### src/rtl/tap_to_tzx_stream_converter_defines.svh
// Assertion macros used by the tape converter emitter RTL.
`ifndef TAP_TO_TZX_STREAM_CONVERTER_DEFINES_SVH
`define TAP_TO_TZX_STREAM_CONVERTER_DEFINES_SVH
`ifndef NO_ASSERTIONS
// Same-cycle implication, checked outside reset.
`define TZX_ASSERT_IMP(lbl, clk, rst_n, ante, cons) \
	lbl: assert property (@(posedge clk) disable iff (!rst_n) (ante) |-> (cons)) \
		else $error("tzx assertion failed");
// Next-cycle implication, checked outside reset.
`define TZX_ASSERT_NXT(lbl, clk, rst_n, ante, cons) \
	lbl: assert property (@(posedge clk) disable iff (!rst_n) (ante) |=> (cons)) \
		else $error("tzx assertion failed");
`else
`define TZX_ASSERT_IMP(lbl, clk, rst_n, ante, cons)
`define TZX_ASSERT_NXT(lbl, clk, rst_n, ante, cons)
`endif
`endif

### src/rtl/tzx_pkg.sv
// Types, constants and the signature table of the tape converter.
package tzx_pkg;

	typedef enum logic [2:0] {
		PH_START,
		PH_LEN_LO,
		PH_LEN_HI,
		PH_PAYLOAD,
		PH_ERROR
	} phase_t;

	typedef enum logic [1:0] {
		KIND_NONE,
		KIND_HDR,
		KIND_BYTE,
		KIND_STATUS
	} kind_t;

	typedef logic [1:0] status_t;

	localparam status_t ST_OK        = 2'd0;
	localparam status_t ST_TRUNC_LEN = 2'd1;
	localparam status_t ST_ZERO_SIZE = 2'd2;
	localparam status_t ST_TRUNC_BLK = 2'd3;

	localparam logic [7:0]  BLOCK_ID    = 8'h10;
	localparam logic [15:0] PAUSE_RESET = 16'd1000;
	localparam logic [3:0]  SIG_LEN     = 4'd10;
	localparam logic [3:0]  HDR_LEN     = 4'd5;

	// One accepted item's worth of results: optional signature, then an optional body.
	typedef struct packed {
		logic        sig;
		kind_t       kind;
		logic [7:0]  byte_lo;
		logic [7:0]  byte_hi;
		logic [15:0] pause;
		status_t     status;
		logic        last;
	} desc_t;

	function automatic logic [7:0] sig_byte(input logic [3:0] idx);
		logic [7:0] b;
		case (idx)
			4'd0: b = 8'h5a;
			4'd1: b = 8'h58;
			4'd2: b = 8'h54;
			4'd3: b = 8'h61;
			4'd4: b = 8'h70;
			4'd5: b = 8'h65;
			4'd6: b = 8'h21;
			4'd7: b = 8'h1a;
			4'd8: b = 8'h01;
			4'd9: b = 8'h14;
			default: b = 8'h00;
		endcase
		return b;
	endfunction

endpackage

### src/rtl/tzx_regs.sv
// APB configuration register holding the block pause.
module tzx_regs import tzx_pkg::*; (
	input  logic        clk,
	input  logic        arst_n,
	input  logic        psel,
	input  logic        penable,
	input  logic        pwrite,
	input  logic [2:0]  paddr,
	input  logic [31:0] pwdata,
	output logic [31:0] prdata,
	output logic        pready,
	output logic [15:0] pause_ms
);

	logic [15:0] pause_q;
	logic        wr_en;

	assign pready = 1'b1;
	assign wr_en  = psel && penable && pwrite && (paddr[2] == 1'b0);

	always_ff @(posedge clk or negedge arst_n) begin
		if (!arst_n) begin
			pause_q <= PAUSE_RESET;
		end else if (wr_en) begin
			pause_q <= pwdata[15:0];
		end
	end

	always_comb begin
		if (paddr[2] == 1'b0) begin
			prdata = {16'd0, pause_q};
		end else begin
			prdata = 32'd0;
		end
	end

	assign pause_ms = pause_q;

endmodule

### src/rtl/tzx_parse.sv
// Source image parser: tracks block framing and issues result descriptors.
module tzx_parse import tzx_pkg::*; (
	input  logic        clk,
	input  logic        arst_n,
	input  logic        in_valid,
	input  logic [7:0]  data_byte,
	input  logic        is_end,
	input  logic [15:0] pause_ms,
	input  logic        slot_free,
	output desc_t       desc,
	output logic        desc_load
);

	phase_t      phase_q, phase_d, eff_phase;
	logic [7:0]  len_lo_q, len_lo_d;
	logic [15:0] rem_q, rem_d, rem_dec, size;
	status_t     err_q, err_d;
	logic        accept;

	assign accept    = in_valid && slot_free;
	assign eff_phase = (phase_q == PH_START) ? PH_LEN_LO : phase_q;
	assign size      = {data_byte, len_lo_q};
	assign rem_dec   = (rem_q != 16'd0) ? (rem_q - 16'd1) : rem_q;

	// next state
	always_comb begin
		phase_d  = phase_q;
		len_lo_d = len_lo_q;
		rem_d    = rem_q;
		err_d    = err_q;
		if (accept) begin
			phase_d = eff_phase;
			if (is_end) begin
				phase_d  = PH_START;
				len_lo_d = 8'd0;
				rem_d    = 16'd0;
				err_d    = ST_OK;
			end else begin
				case (eff_phase)
					PH_LEN_LO: begin
						len_lo_d = data_byte;
						phase_d  = PH_LEN_HI;
					end
					PH_LEN_HI: begin
						if (size == 16'd0) begin
							err_d   = ST_ZERO_SIZE;
							phase_d = PH_ERROR;
						end else begin
							rem_d   = size;
							phase_d = PH_PAYLOAD;
						end
					end
					PH_PAYLOAD: begin
						rem_d = rem_dec;
						if (rem_dec == 16'd0) begin
							phase_d = PH_LEN_LO;
						end
					end
					default: begin
						// swallow
					end
				endcase
			end
		end
	end

	// descriptor for the results of this item
	always_comb begin
		desc         = '0;
		desc.sig     = (phase_q == PH_START);
		desc.kind    = KIND_NONE;
		desc.byte_lo = data_byte;
		desc.byte_hi = data_byte;
		desc.pause   = pause_ms;
		desc.status  = ST_OK;
		desc.last    = 1'b0;
		if (is_end) begin
			desc.kind = KIND_STATUS;
			desc.last = 1'b1;
			if (err_q != ST_OK) begin
				desc.status = err_q;
			end else if (eff_phase == PH_LEN_HI) begin
				desc.status = ST_TRUNC_LEN;
			end else if (eff_phase == PH_PAYLOAD && rem_q != 16'd0) begin
				desc.status = ST_TRUNC_BLK;
			end
		end else begin
			case (eff_phase)
				PH_LEN_HI: begin
					desc.byte_lo = len_lo_q;
					if (size == 16'd0) begin
						desc.kind   = KIND_STATUS;
						desc.status = ST_ZERO_SIZE;
					end else begin
						desc.kind = KIND_HDR;
					end
				end
				PH_PAYLOAD: desc.kind = KIND_BYTE;
				default:    desc.kind = KIND_NONE;
			endcase
		end
	end

	assign desc_load = accept && (desc.sig || desc.kind != KIND_NONE);

	always_ff @(posedge clk or negedge arst_n) begin
		if (!arst_n) begin
			phase_q  <= PH_START;
			len_lo_q <= 8'd0;
			rem_q    <= 16'd0;
			err_q    <= ST_OK;
		end else begin
			phase_q  <= phase_d;
			len_lo_q <= len_lo_d;
			rem_q    <= rem_d;
			err_q    <= err_d;
		end
	end

endmodule

### src/rtl/tzx_emit.sv
// Result emitter: walks one descriptor into output results, one per cycle while the output does not stall.
`include "tap_to_tzx_stream_converter_defines.svh"
module tzx_emit import tzx_pkg::*; (
	input  logic       clk,
	input  logic       arst_n,
	input  desc_t      desc,
	input  logic       desc_load,
	output logic       slot_free,
	output logic       out_valid,
	input  logic       out_stall,
	output logic [7:0] out_byte,
	output logic       byte_valid,
	output status_t    status,
	output logic       last_result
);

	desc_t      desc_s1;
	logic       desc_valid_s1;
	logic [3:0] idx_q, count, body_len, body_idx;
	logic       emit, last_idx;
	logic [7:0] r_byte;
	logic       r_valid, r_last;
	status_t    r_status;

	logic       out_valid_q, byte_valid_q, last_q;
	logic [7:0] byte_q;
	status_t    status_q;

	always_comb begin
		case (desc_s1.kind)
			KIND_HDR:    body_len = HDR_LEN;
			KIND_BYTE:   body_len = 4'd1;
			KIND_STATUS: body_len = 4'd1;
			default:     body_len = 4'd0;
		endcase
	end

	assign count     = (desc_s1.sig ? SIG_LEN : 4'd0) + body_len;
	assign body_idx  = idx_q - (desc_s1.sig ? SIG_LEN : 4'd0);
	assign emit      = desc_valid_s1 && (!out_valid_q || !out_stall);
	assign last_idx  = (idx_q == count - 4'd1);
	assign slot_free = !desc_valid_s1 || (emit && last_idx);

	// select the result at the current index
	always_comb begin
		r_byte   = 8'd0;
		r_valid  = 1'b1;
		r_status = ST_OK;
		r_last   = 1'b0;
		if (desc_s1.sig && idx_q < SIG_LEN) begin
			r_byte = sig_byte(idx_q);
		end else begin
			case (desc_s1.kind)
				KIND_HDR: begin
					case (body_idx)
						4'd0:    r_byte = BLOCK_ID;
						4'd1:    r_byte = desc_s1.pause[7:0];
						4'd2:    r_byte = desc_s1.pause[15:8];
						4'd3:    r_byte = desc_s1.byte_lo;
						4'd4:    r_byte = desc_s1.byte_hi;
						default: r_byte = 8'd0;
					endcase
				end
				KIND_BYTE: r_byte = desc_s1.byte_lo;
				KIND_STATUS: begin
					r_valid  = 1'b0;
					r_status = desc_s1.status;
					r_last   = desc_s1.last;
				end
				default: r_valid = 1'b0;
			endcase
		end
	end

	always_ff @(posedge clk or negedge arst_n) begin
		if (!arst_n) begin
			desc_valid_s1 <= 1'b0;
			idx_q         <= 4'd0;
			out_valid_q   <= 1'b0;
		end else begin
			if (desc_load) begin
				desc_valid_s1 <= 1'b1;
				idx_q         <= 4'd0;
			end else if (emit) begin
				if (last_idx) begin
					desc_valid_s1 <= 1'b0;
					idx_q         <= 4'd0;
				end else begin
					idx_q <= idx_q + 4'd1;
				end
			end
			if (emit) begin
				out_valid_q <= 1'b1;
			end else if (!out_stall) begin
				out_valid_q <= 1'b0;
			end
		end
	end

	always_ff @(posedge clk) begin
		if (desc_load) begin
			desc_s1 <= desc;
		end
		if (emit) begin
			byte_q       <= r_byte;
			byte_valid_q <= r_valid;
			status_q     <= r_status;
			last_q       <= r_last;
		end
	end

	assign out_valid   = out_valid_q;
	assign out_byte    = byte_q;
	assign byte_valid  = byte_valid_q;
	assign status      = status_q;
	assign last_result = last_q;

	`TZX_ASSERT_IMP(a_idx_in_range, clk, arst_n, desc_valid_s1, idx_q < count)
	`TZX_ASSERT_IMP(a_stall_only_busy, clk, arst_n, !slot_free, desc_valid_s1)
	`TZX_ASSERT_IMP(a_byte_has_no_status, clk, arst_n, out_valid_q && byte_valid_q,
		status_q == ST_OK && !last_q)
	`TZX_ASSERT_NXT(a_slot_drains, clk, arst_n, emit && last_idx && !desc_load,
		!desc_valid_s1 && idx_q == 4'd0)

endmodule

### src/rtl/tap_to_tzx_stream_converter.sv
// Top level of the tape image to tagged-block image converter.
// Takes the source image one byte per request and emits the converted image one
// result per cycle while the output does not stall; payload then streams at one
// byte per clock. An item that opens a block header holds the input while the
// header bytes leave, and the first item of an image holds it while the
// signature (and, for an end marker, its status) leaves, because the emitter
// puts out one result per cycle from a single descriptor slot. A low length
// byte that does not open an image, and bytes swallowed after an error, produce
// no result and do not occupy the slot. A result passes through the descriptor
// slot and then the output register before it is presented at the output.
// The pause register sits at byte address 0 and is sampled when a header
// item is accepted.
module tap_to_tzx_stream_converter import tzx_pkg::*; (
	input  logic        clk,
	input  logic        arst_n,
	input  logic        psel,
	input  logic        penable,
	input  logic        pwrite,
	input  logic [2:0]  paddr,
	input  logic [31:0] pwdata,
	output logic [31:0] prdata,
	output logic        pready,
	input  logic        in_valid,
	output logic        in_stall,
	input  logic [7:0]  data_byte,
	input  logic        is_end,
	output logic        out_valid,
	input  logic        out_stall,
	output logic [7:0]  out_byte,
	output logic        byte_valid,
	output logic [1:0]  status,
	output logic        last_result
);

	logic [15:0] pause_ms;
	desc_t       desc;
	logic        desc_load;
	logic        slot_free;

	assign in_stall = !slot_free;

	tzx_regs u_regs (
		.clk      (clk),
		.arst_n   (arst_n),
		.psel     (psel),
		.penable  (penable),
		.pwrite   (pwrite),
		.paddr    (paddr),
		.pwdata   (pwdata),
		.prdata   (prdata),
		.pready   (pready),
		.pause_ms (pause_ms)
	);

	tzx_parse u_parse (
		.clk       (clk),
		.arst_n    (arst_n),
		.in_valid  (in_valid),
		.data_byte (data_byte),
		.is_end    (is_end),
		.pause_ms  (pause_ms),
		.slot_free (slot_free),
		.desc      (desc),
		.desc_load (desc_load)
	);

	tzx_emit u_emit (
		.clk         (clk),
		.arst_n      (arst_n),
		.desc        (desc),
		.desc_load   (desc_load),
		.slot_free   (slot_free),
		.out_valid   (out_valid),
		.out_stall   (out_stall),
		.out_byte    (out_byte),
		.byte_valid  (byte_valid),
		.status      (status),
		.last_result (last_result)
	);

endmodule

### config.mk
export PLATFORM = sky130hd
export DESIGN_NAME = tap_to_tzx_stream_converter
export DESIGN_NICKNAME = d
export VERILOG_FILES = /design/src/rtl/tzx_pkg.sv /design/src/rtl/tzx_regs.sv /design/src/rtl/tzx_parse.sv /design/src/rtl/tzx_emit.sv /design/src/rtl/tap_to_tzx_stream_converter.sv
export VERILOG_INCLUDE_DIRS = /design/src /design/src/rtl
export SDC_FILE = /design/constraint.sdc
export NUM_CORES = 1
export LEC_CHECK = 0
export BUFFER_PORTS_ARGS = -buffer_cell sky130_fd_sc_hd__buf_2
export CAP_MARGIN = 20
export CORE_MARGIN = 3
export CORE_UTILIZATION = 25
export DETAILED_ROUTE_END_ITERATION = 6
export HOLD_SLACK_MARGIN = 0.12
export PLACE_DENSITY_LB_ADDON = 0.05
export RECOVER_POWER = 25
export SYNTH_ARGS = -nofsm -noshare
export SYNTH_HDL_FRONTEND = slang
export SYNTH_SLANG_ARGS = --single-unit
### constraint.sdc
create_clock -name clk -period 3.35 [get_ports clk]
set_clock_uncertainty 0.05 [all_clocks]
set_input_delay 0.67 -clock clk [delete_from_list [all_inputs] [get_ports clk]]
set_output_delay 0.67 -clock clk [all_outputs]
set_load 0.02 [all_outputs]
**Word-level counts from Yosys, hierarchy flattened**

Memory sizes are Yosys's and may differ from the RTL's.
Index checks and enable logic that the tools add are counted.

- Memories kept: 1
- Input bits: 51
- Register bits after elaboration: 101
- Logic and storage cells: 118
- ROM bits: 112

Memory list:

| name | words | width | read ports | clocked after memory_dff | wr ports | line | RTL |
|---|---|---|---|---|---|---|---|
| (no name shown) | 16 | 7 | 1 | 0 | 0 | tzx_pkg.sv:44 | `case (idx)` |

- Equality and inequality tests: 13
- Add/subtract/negate cells: 5
- Magnitude comparators: 1
- Bitwise logic cells: 2
- Reduce and logical (&&, ||, !) cells: 36
- Mux-type cells: 41

Operator list:

| cell | number |
|---|---|
| $mux W16 | 4 |
| $mux W8 | 5 |
| $pmux W8 S5 | 1 |
| $logic_not A16 Y1 | 2 |
| $pmux W16 S2 | 1 |
| $mux W2 | 11 |
| $mux W4 | 4 |
| $pmux W8 S2 | 1 |
| $reduce_bool A16 Y1 | 1 |
| $sub A16 B1 Y16 const B | 1 |
| $reduce_bool A2 Y1 | 7 |
| $mux W3 | 4 |
| $logic_and A1 B1 Y1 | 9 |
| $pmux W3 S3 | 1 |
| $eq A4 B2 Y1 const B | 2 |
| $mux W1 | 7 |
| $eq A3 B2 Y1 const B | 2 |
| $pmux W3 S2 | 1 |
| $reduce_and A3 Y1 | 2 |
| $reduce_or A2 Y1 | 3 |
| $add A4 B1 Y4 const B | 1 |
| $add A4 B3 Y4 | 1 |
| $eq A2 B2 Y1 const B | 2 |
| $eq A4 B1 Y1 const B | 1 |
| other kinds (17) | 24 |

**Longest topological paths before layout**

Gate-level depths: netlist of run 1.

- Depth in word-level cells: 12
- Gate-level depth with buffers: 11
- Gate-level depth less buffers: 9

**Hierarchy**

A second synthesis of run 1 with hierarchy kept.

- Cell total of the unflattened synthesis: 526
- Area total of the unflattened synthesis: 5745.5 um2

Modules (own cells, without submodules):

| module | instances | cells each | area an instance (um2) |
|---|---|---|---|
| tzx_emit | 1 | 191 | 2657.5 |
| tzx_parse | 1 | 264 | 2177.1 |
| tzx_regs | 1 | 70 | 907.1 |
| tap_to_tzx_stream_converter | 1 | 1 | 3.8 |

**Least setup slack after synthesis of run 1**

No wires, ideal clock.

- Path type: register to register
- Start: register u_emit.desc_s1[35] in the netlist's numbering
- End: register u_emit.desc_s1[0] in the netlist's numbering (enable)
- Arrival time: 3.205 ns
- Buffers on the path: 0
- Data required time: 2.860 ns
- Stages on the path, launching flop included: 7
- Setup slack: -0.345 ns
- Clock period less this slack: 3.695 ns
- Cells stage by stage: edfxtp_1 inv_1 ha_1 nand2_1 a221oi_1 a41oi_2 nor2_1

- Longest elaborated chain between the ends: 10
- Elaborated cells between the ends (all ways): 12
- Classes of those cells: add/sub (2); eq/ne (4); mux (1); reduce/logical (5)

RTL lines:

| what | line | RTL |
|---|---|---|
| start: declaration | tzx_emit.sv:17 | `desc_t desc_s1;` |
| start signal: assignment | tzx_emit.sv:102 | `desc_s1 <= desc;` |
| $eq A2 B2 Y1 | tzx_emit.sv:30 | `case (desc_s1.kind)` |
| $reduce_or A2 Y1 (no source line) | - |  |
| $pmux W3 S2 * | tzx_emit.sv:30 |  |
| $add A4 B3 Y4 * | tzx_emit.sv:38 | `assign count = (desc_s1.sig ? SIG_LEN : 4'd0) + body_len;` |
| $sub A4 B1 Y4 * | tzx_emit.sv:41 | `assign last_idx = (idx_q == count - 4'd1);` |
| $eq A4 B4 Y1 * | tzx_emit.sv:41 |  |
| $logic_and A1 B1 Y1 * | tzx_emit.sv:42 | `assign slot_free = !desc_valid_s1 \|\| (emit && last_idx);` |
| $logic_or A1 B1 Y1 * | tzx_emit.sv:42 |  |
| $logic_and A1 B1 Y1 * | tzx_parse.sv:20 | `assign accept = in_valid && slot_free;` |
| $logic_and A1 B1 Y1 * | tzx_parse.sv:104 | `assign desc_load = accept && (desc.sig \|\| desc.kind != KIND_NONE);` |
| via desc_load | tap_to_tzx_stream_converter.sv:37 | `logic desc_load;` |

The timed path passes the listed nets; every way through them passes the cells marked *.
A chain may end at the register's enable or synchronous reset.

**Worst setup path after layout of run 1**

- Start: register u_emit.desc_s1[35] in the netlist's numbering
- End: output in_stall

- Longest elaborated chain between the ends: 9
- Elaborated cells between the ends (all ways): 11
- Classes of those cells: add/sub (2); eq/ne (4); mux (1); reduce/logical (4)

RTL lines:

| what | line | RTL |
|---|---|---|
| $eq A2 B2 Y1 | tzx_emit.sv:30 |  |
| $reduce_or A2 Y1 (no source line) | - |  |
| $pmux W3 S2 * | tzx_emit.sv:30 |  |
| $add A4 B3 Y4 * | tzx_emit.sv:38 |  |
| $sub A4 B1 Y4 * | tzx_emit.sv:41 |  |
| $eq A4 B4 Y1 * | tzx_emit.sv:41 |  |
| $logic_and A1 B1 Y1 * | tzx_emit.sv:42 |  |
| $logic_or A1 B1 Y1 * | tzx_emit.sv:42 |  |
| $logic_not A1 Y1 * | tap_to_tzx_stream_converter.sv:40 | `assign in_stall = !slot_free;` |
| end: declaration | tap_to_tzx_stream_converter.sv:24 | `output logic in_stall,` |

Mark *: on every way between the ends. The rest lies on a longest branch, timed or not.

==> out/metrics.yaml, run 1 <==
route.detailed.drc: 0
gr-usage-met3_pct: 2.00
drive_above_1_share_pct: 22.1
power.density_cell_area_nw_per_um2: 918
reg2reg_from: "u_parse.rem_q[1]$_DFFE_PN0P_"
maxCapViolations: 0
holdWs_ns: 0.431
mostFrequentLayoutCell: "buf_2"
postRouteAntennaNets: 0
fin_nets: 640
cts.sink_count: 100
grt_start_max_net_pins: 34
critPathLaunchType: "register"
synth_async_sr_flop_share_pct: 50.0
first_global_vias: 4183
cpMaxStageDelayCell: "a221oi_1"
routed-via-count: 4275
io_pins: 98
post_drt_wl_per_cell_um: 18.7
ff2ff_path_depth: 8
grt_overflow_total: 0
mappedNetlistArea_um2: 5590
min_from: "u_regs.pause_ms[1]$_DFFE_PN0P_"
dieArea_um2: 24200
dr.first_iter.drc_count: 285
cts_hold_repair.buffers: 0
seqPwrFrac_pct: 37.0
total_net_switching_power_uw: 2570
ys_warns: 0
worst_endpoint_data_arrival_time_ns: 2.40
placed_cells_incl_taps: 847
crit_chain: "inv_1 -> ha_1 -> nand2_1 -> a221oi_1 -> and3b_2 -> a21boi_0 -> buf_2"
worst_setup_path_end_kind: "output port"
cts_root_buffer: "clkbuf_16"
synthesis.area_per_instance_um2: 10.7
dr.pass1.iters: 4
hold-path-endpoint: "u_emit.desc_s1[4]$_DFFE_PP_"
cpPeakStageDelay_ns: 0.48
synthesis.instances: 521
numCtsBuffers: 9
internal_power_uw: 3370
routabilityCongestion: 0.820
crit-reg2reg-capture: "u_parse.phase_q[1]$_DFFE_PN0P_"
io_buffer_count: 62
setup_repair_after_global_routing_missed_its_margin: "false"
post-route-period-util_pct: 93.0
f_max_mhz: 321
dieHeight_um: 156
cts.reportedPaths.clkPinSlew_ns: 0.08
half_perimeter_wire_length_of_the_detailed_placement_result_um: 11900
ctsHtreeMaxLevel: 3
rows: 54
grt_use_met2_pct: 20.2
initial_utilization_pct: 25.5
p_clk_share_pct: 18.1
final.setup.worst_slack_ns: 0.233
clock_tree.buffer_depth: 2
power_frac_comb_pct: 44.8
yosys_most_used_dff: "edfxtp_1"
number_of_vias_per_cell_after_detailed_routing: 4.95
min_path_type: "reg -> reg"
tritoncts: "done"
die_width_um: 156
ys_types: 72
fillers: 2288
grt_util_all_layers_pct: 13.3
final_period_minus_worst_setup_slack_ns: 3.12
share_of_synthesized_area_occupied_by_flip_flops_and_latches_pct: 49.4
power.switching_fraction_pct: 43.2
timing_worst_setup_path_type: "reg -> out"
sequential_cell_area_um2: 2760
finalSetupTns_ns: 0
required_ns: 2.63
timing.reg2reg.setup_slack_ns: 0.50
area.growth.synth_to_final_pct: 15.8
leakage_uw: 0.00260
grt_use_met1_pct: 19.2
slew-limit-headroom_pct: 14.4
gr-max-usage-layer: "met2"
setup_viol: 0
worstPathMaxFanout: 7
area_of_the_multi_input_gates_um2: 2560
slew_violations: 0
synth_edf_count: 50
post_layout_instance_count_excluding_filler_cells: 863
run_status: "finished clean"
layout_common_cells: "53 x buf_2, 50 x edfxtp_1, 44 x dfrtp_1"
tightest_slew_ns: 1.28
vdd_drop_max_mv: 0.263
dp_worst_setup_slack_ns: 0.460
routed_wl_um: 16100
layout.core_utilization_pct: 29.6
worst_skew_pair_later_pin_latency_ns: 0.36
antenna_found_initial: 0
hold_depth: 0
hold_viol_final: 0
placeableCoreArea_um2: 21900
grt_pass1_wl_um: 24900
ys_ff_latch: 100
insertedDiodeCount: 0
==> per-stage QoR <==
stage,area (µm²),total power [µW]
floorplan,5650,4040
global placement,6190,4910
detailed placement,6190,4910
CTS,6490,6020
global route,6470,6390
finish,6470,5940
==> worst max-delay path, delay by kind of cell, from the launching register on <==
| kind | cells | cell delay, ns |
|---|---|---|
| and+or+nand+nor | 2 | 0.44 |
| buffers and inverters | 2 | 0.29 |
| adders and majority gates | 1 | 0.27 |
| AOI/OAI and AO/OA | 2 | 0.62 |
| DFF | 1 | 0.43 |
==> cells in the mapped netlist (all sizes together), types with 6 or more instances <==
library cell  instances  area [µm²]
mux2i                 9        90.1
edfxtp               50        1500
dfrtp                44        1100
nor3                 14        80.1
nand2                34         128
a21o                  8        60.1
buf                  31         210
nand3                 7        35.0
nor4                 16         119
a22oi                 9        67.6
inv                  14        52.6
nor2                 29         116
o21ai                32         164
xor2                  8        70.1
ha                   11         138
a221oi                8        70.1
mux2                 27         304
clkbuf               19        71.3
dfstp                 6         158
nor3b                 6        50.1
nor2b                30         188
a21oi                16        80.1
a31oi                10        62.6
nand4                11        68.8
==> registers in the layout (all words and copies together), names as in the netlist <==
name                  flops
u_regs.pause_ms          16
u_parse.len_lo_q          8
u_emit.out_valid          1
u_emit.byte_valid         1
u_emit.last_result        1
u_emit.desc_s1           38
u_emit.status             2
u_parse.err_q             1
u_parse.phase_q           3
u_parse.rem_q            16
u_emit.idx_q              4
u_emit.out_byte           8
u_emit.desc_valid_s1      1
==> how the worst max path moves through the flow <==
stage	endpoint	from	cells after the start	slack [ns]
2_1_floorplan	u_emit.desc_s1[0]$_DFFE_PP_	u_emit.desc_s1[35]$_DFFE_PP_	6	0.33
3_3_place_gp	u_parse.rem_q[1]$_DFFE_PN0P_	data_byte[4]	8	0.46
3_5_place_dp	u_parse.rem_q[1]$_DFFE_PN0P_	data_byte[4]	8	0.46
4_1_cts	in_stall	u_emit.desc_s1[35]$_DFFE_PP_	7	0.11
5_1_grt	in_stall	u_emit.desc_s1[35]$_DFFE_PP_	7	0.05
6_report	in_stall	u_emit.desc_s1[35]$_DFFE_PP_	7	0.23
==> per-layer routing <==
metal	share of wire (%)	up-vias
met5	0	-
met4	1.8	0
met3	4.1	19
met2	45	103
met1	49	2137
li1	-	2016
==> kinds of logic after synthesis <==
group           share of synthesized area [%]
compound gates                           14.2
xor+xnor                                 2.13
fa+ha+maj                                2.46
buf+inv                                  5.98
flops                                    49.4
mux                                      7.05
other cells                             0.134
simple gates                             18.7
==> power by group through the flow <==
stage | combinational (µW) | sequential, µW | clock (µW)
finish | 2660 | 2200 | 1080
CTS | 2690 | 2210 | 1130
global route | 2960 | 2260 | 1170
floorplan | 1940 | 2100 | 0
global placement | 2680 | 2230 | 0
detailed placement | 2680 | 2230 | 0
==> what timing repair did <==
action | CTS | global route
resized for setup | 0 | 1
endpoints found under the setup margin | 0 | 1
setup buffers | 0 | 0
hold endpoints to repair | 0 | 0
==> final cells by class <==
type                       instances  share of cell area (%)
clock inverter                     7                    1.24
multi-input combinational        372                    39.5
timing repair buffer              81                    6.90
sequential                       100                    42.6
clock buffer                       9                    3.48
inverter                          14                   0.812
tap                              280                    5.41
Power figures use the tool's default switching activity.
==> inputs of run 2 (changes only) <==
--- a/config.mk
+++ b/config.mk
@@ -10,10 +10,12 @@
 export CAP_MARGIN = 20
 export CORE_MARGIN = 3
 export CORE_UTILIZATION = 25
+export CTS_BUF_LIST = sky130_fd_sc_hd__clkbuf_4 sky130_fd_sc_hd__clkbuf_8
 export DETAILED_ROUTE_END_ITERATION = 6
 export HOLD_SLACK_MARGIN = 0.12
 export PLACE_DENSITY_LB_ADDON = 0.05
 export RECOVER_POWER = 25
+export SKIP_LAST_GASP = 1
 export SYNTH_ARGS = -nofsm -noshare
 export SYNTH_HDL_FRONTEND = slang
 export SYNTH_SLANG_ARGS = --single-unit
==> out/metrics.yaml, run 2 (synthesized netlist as in run 1, its figures left out) <==
power.density_cell_area_nw_per_um2: 890  # -3.0%
drive_above_1_share_pct: 22.3  # +0.17 points
clock_tree.buffer_depth: 2  # unchanged
crit_chain: "inv_1 -> ha_1 -> or3b_1 -> nand4_1 -> and3b_2 -> a21boi_1 -> buf_2"
min_path_type: "in -> async"
die_width_um: 156  # unchanged
run_status: "finished clean"
leakage_uw: 0.00255  # -1.7%
initial_utilization_pct: 25.5  # unchanged
grt_util_all_layers_pct: 13.3  # about the same
cpPeakStageDelay_ns: 0.44  # -0.04 ns
routabilityCongestion: 0.820  # unchanged
routed-via-count: 4280  # +0.12%
f_max_mhz: 326  # +1.5%
cts_hold_repair.buffers: 0  # unchanged
area.growth.synth_to_final_pct: 14.1
final_period_minus_worst_setup_slack_ns: 3.07  # -0.0466 ns
tritoncts: "done"
numCtsBuffers: 9  # unchanged
setup_viol: 0  # unchanged
holdWs_ns: 0.417  # -0.0142 ns
half_perimeter_wire_length_of_the_detailed_placement_result_um: 11900  # unchanged
final.setup.worst_slack_ns: 0.280  # +0.0466 ns
finalSetupTns_ns: 0  # unchanged
cts_root_buffer: "clkbuf_8"
io_pins: 98  # unchanged
setup_repair_after_global_routing_missed_its_margin: "false"
grt_start_max_net_pins: 34  # unchanged
post_layout_instance_count_excluding_filler_cells: 863  # unchanged
cts_post_setup_buffers_inserted: 0  # unchanged
dieArea_um2: 24200  # unchanged
regMostFlops: "u_emit.desc_s1"
dr.first_iter.drc_count: 279  # -2.1%
dieHeight_um: 156  # unchanged
report.power.total_uw: 5680  # -4.4%
vdd_drop_max_mv: 0.251  # -4.5%
routed_wl_um: 16100  # -0.20%
maxCapViolations: 0  # unchanged
placeableCoreArea_um2: 21900  # unchanged
critPathLaunchType: "register"
postRouteAntennaNets: 0  # unchanged
slew_violations: 0  # unchanged
io_buffer_count: 62  # unchanged
post_drt_wl_per_cell_um: 18.6  # -0.20%
first_global_vias: 4188  # +0.12%
timing_worst_setup_path_type: "reg -> out"
worst_skew_pair_later_pin_latency_ns: 0.40  # +0.04 ns
route.detailed.drc: 0  # unchanged
max_reg_flops: 38  # unchanged
number_of_vias_per_cell_after_detailed_routing: 4.96  # +0.12%
antenna_found_initial: 0  # unchanged
insertedDiodeCount: 0  # unchanged
post_cts.resized_instances: 0  # unchanged
fin_nets: 640  # unchanged
placed_cells_incl_taps: 847  # unchanged
cts.sink_count: 100  # unchanged
required_ns: 2.63  # about the same
cts.reportedPaths.clkPinSlew_ns: 0.12  # +0.04 ns
dp_worst_setup_slack_ns: 0.460  # unchanged
worst_setup_path_end_kind: "output port"
hold_viol_final: 0  # unchanged
grt_pass1_wl_um: 24900  # unchanged
layout_common_cells: "53 x buf_2, 50 x edfxtp_1, 44 x dfrtp_1"
cpMaxStageDelayCell: "edfxtp_1"
worstPathMaxFanout: 7  # unchanged
ctsHtreeMaxLevel: 3  # unchanged
mostFrequentLayoutCell: "buf_2"
slew-limit-headroom_pct: 15.7  # +1.4 points
post-route-period-util_pct: 91.6  # -1.4 points
worst_endpoint_data_arrival_time_ns: 2.35  # -0.05 ns
rows: 54  # unchanged
tightest_slew_ns: 1.26  # -0.0203 ns
grt_overflow_total: 0  # unchanged
dr.pass1.iters: 4  # unchanged
-- run 2: cell counts in the layout (fill, tap and decap cells not counted) --
Identical to the previous run, type by type.
-- run 2: where the power goes --
group / total [µW] / switching (µW) / internal, µW
combinational: 2670 / 1610 / 1060
clock: 811 / 514 / 297
sequential: 2200 / 411 / 1790
total: 5680 / 2540 / 3140
-- run 2: final cells by class --
class,count,area [µm²]
fillers,2298,15500
flip-flops and latches,100,2760
multi-input cells,372,2570
repair buffers,81,447
well taps,280,350
clock buffers,9,124
clock inverters,7,80.1
inverters,14,52.6
-- run 2: critical path, delay by kind of cell, from the launching register on --
kind	cells	cell delay, ns
and+or+nand+nor	3	0.75
AOI/OAI and AO/OA	1	0.20
adders and majority gates	1	0.27
DFF	1	0.44
buffers and inverters	2	0.30
-- run 2: layer usage --
metal | track usage (%) | vias to the layer above | routed length (µm)
met5 | 0 | - | 0
met1 | 19.2 | 2135 | 7780
met4 | 4.88 | 0 | 293
met2 | 20.2 | 110 | 7280
met3 | 2.00 | 19 | 731
li1 | - | 2016 | -
-- run 2: path summary, 6_finish.rpt --
path	slack (ns)	depth (start not counted)	start	endpoint
min reg2reg	0.44	0	u_regs.pause_ms[4]$_DFFE_PN0P_	u_emit.desc_s1[7]$_DFFE_PP_
max	0.28	7	u_emit.desc_s1[35]$_DFFE_PP_	in_stall
min	0.42	1	arst_n	u_emit.idx_q[0]$_DFFE_PN0P_
max reg2reg	0.50	8	u_parse.rem_q[1]$_DFFE_PN0P_	u_parse.phase_q[1]$_DFFE_PN0P_
min in group clk	0.44	0	u_regs.pause_ms[4]$_DFFE_PN0P_	u_emit.desc_s1[7]$_DFFE_PP_
max in group asynchronous	1.10	2	arst_n	u_parse.rem_q[15]$_DFFE_PN0P_
-- run 2: per-stage QoR --
step                area (µm²)  util [%]
finish                    6380      29.1
global route              6380      29.1
CTS                       6390      29.2
detailed placement        6190      28.3
global placement          6190      28.3
floorplan                 5650         -
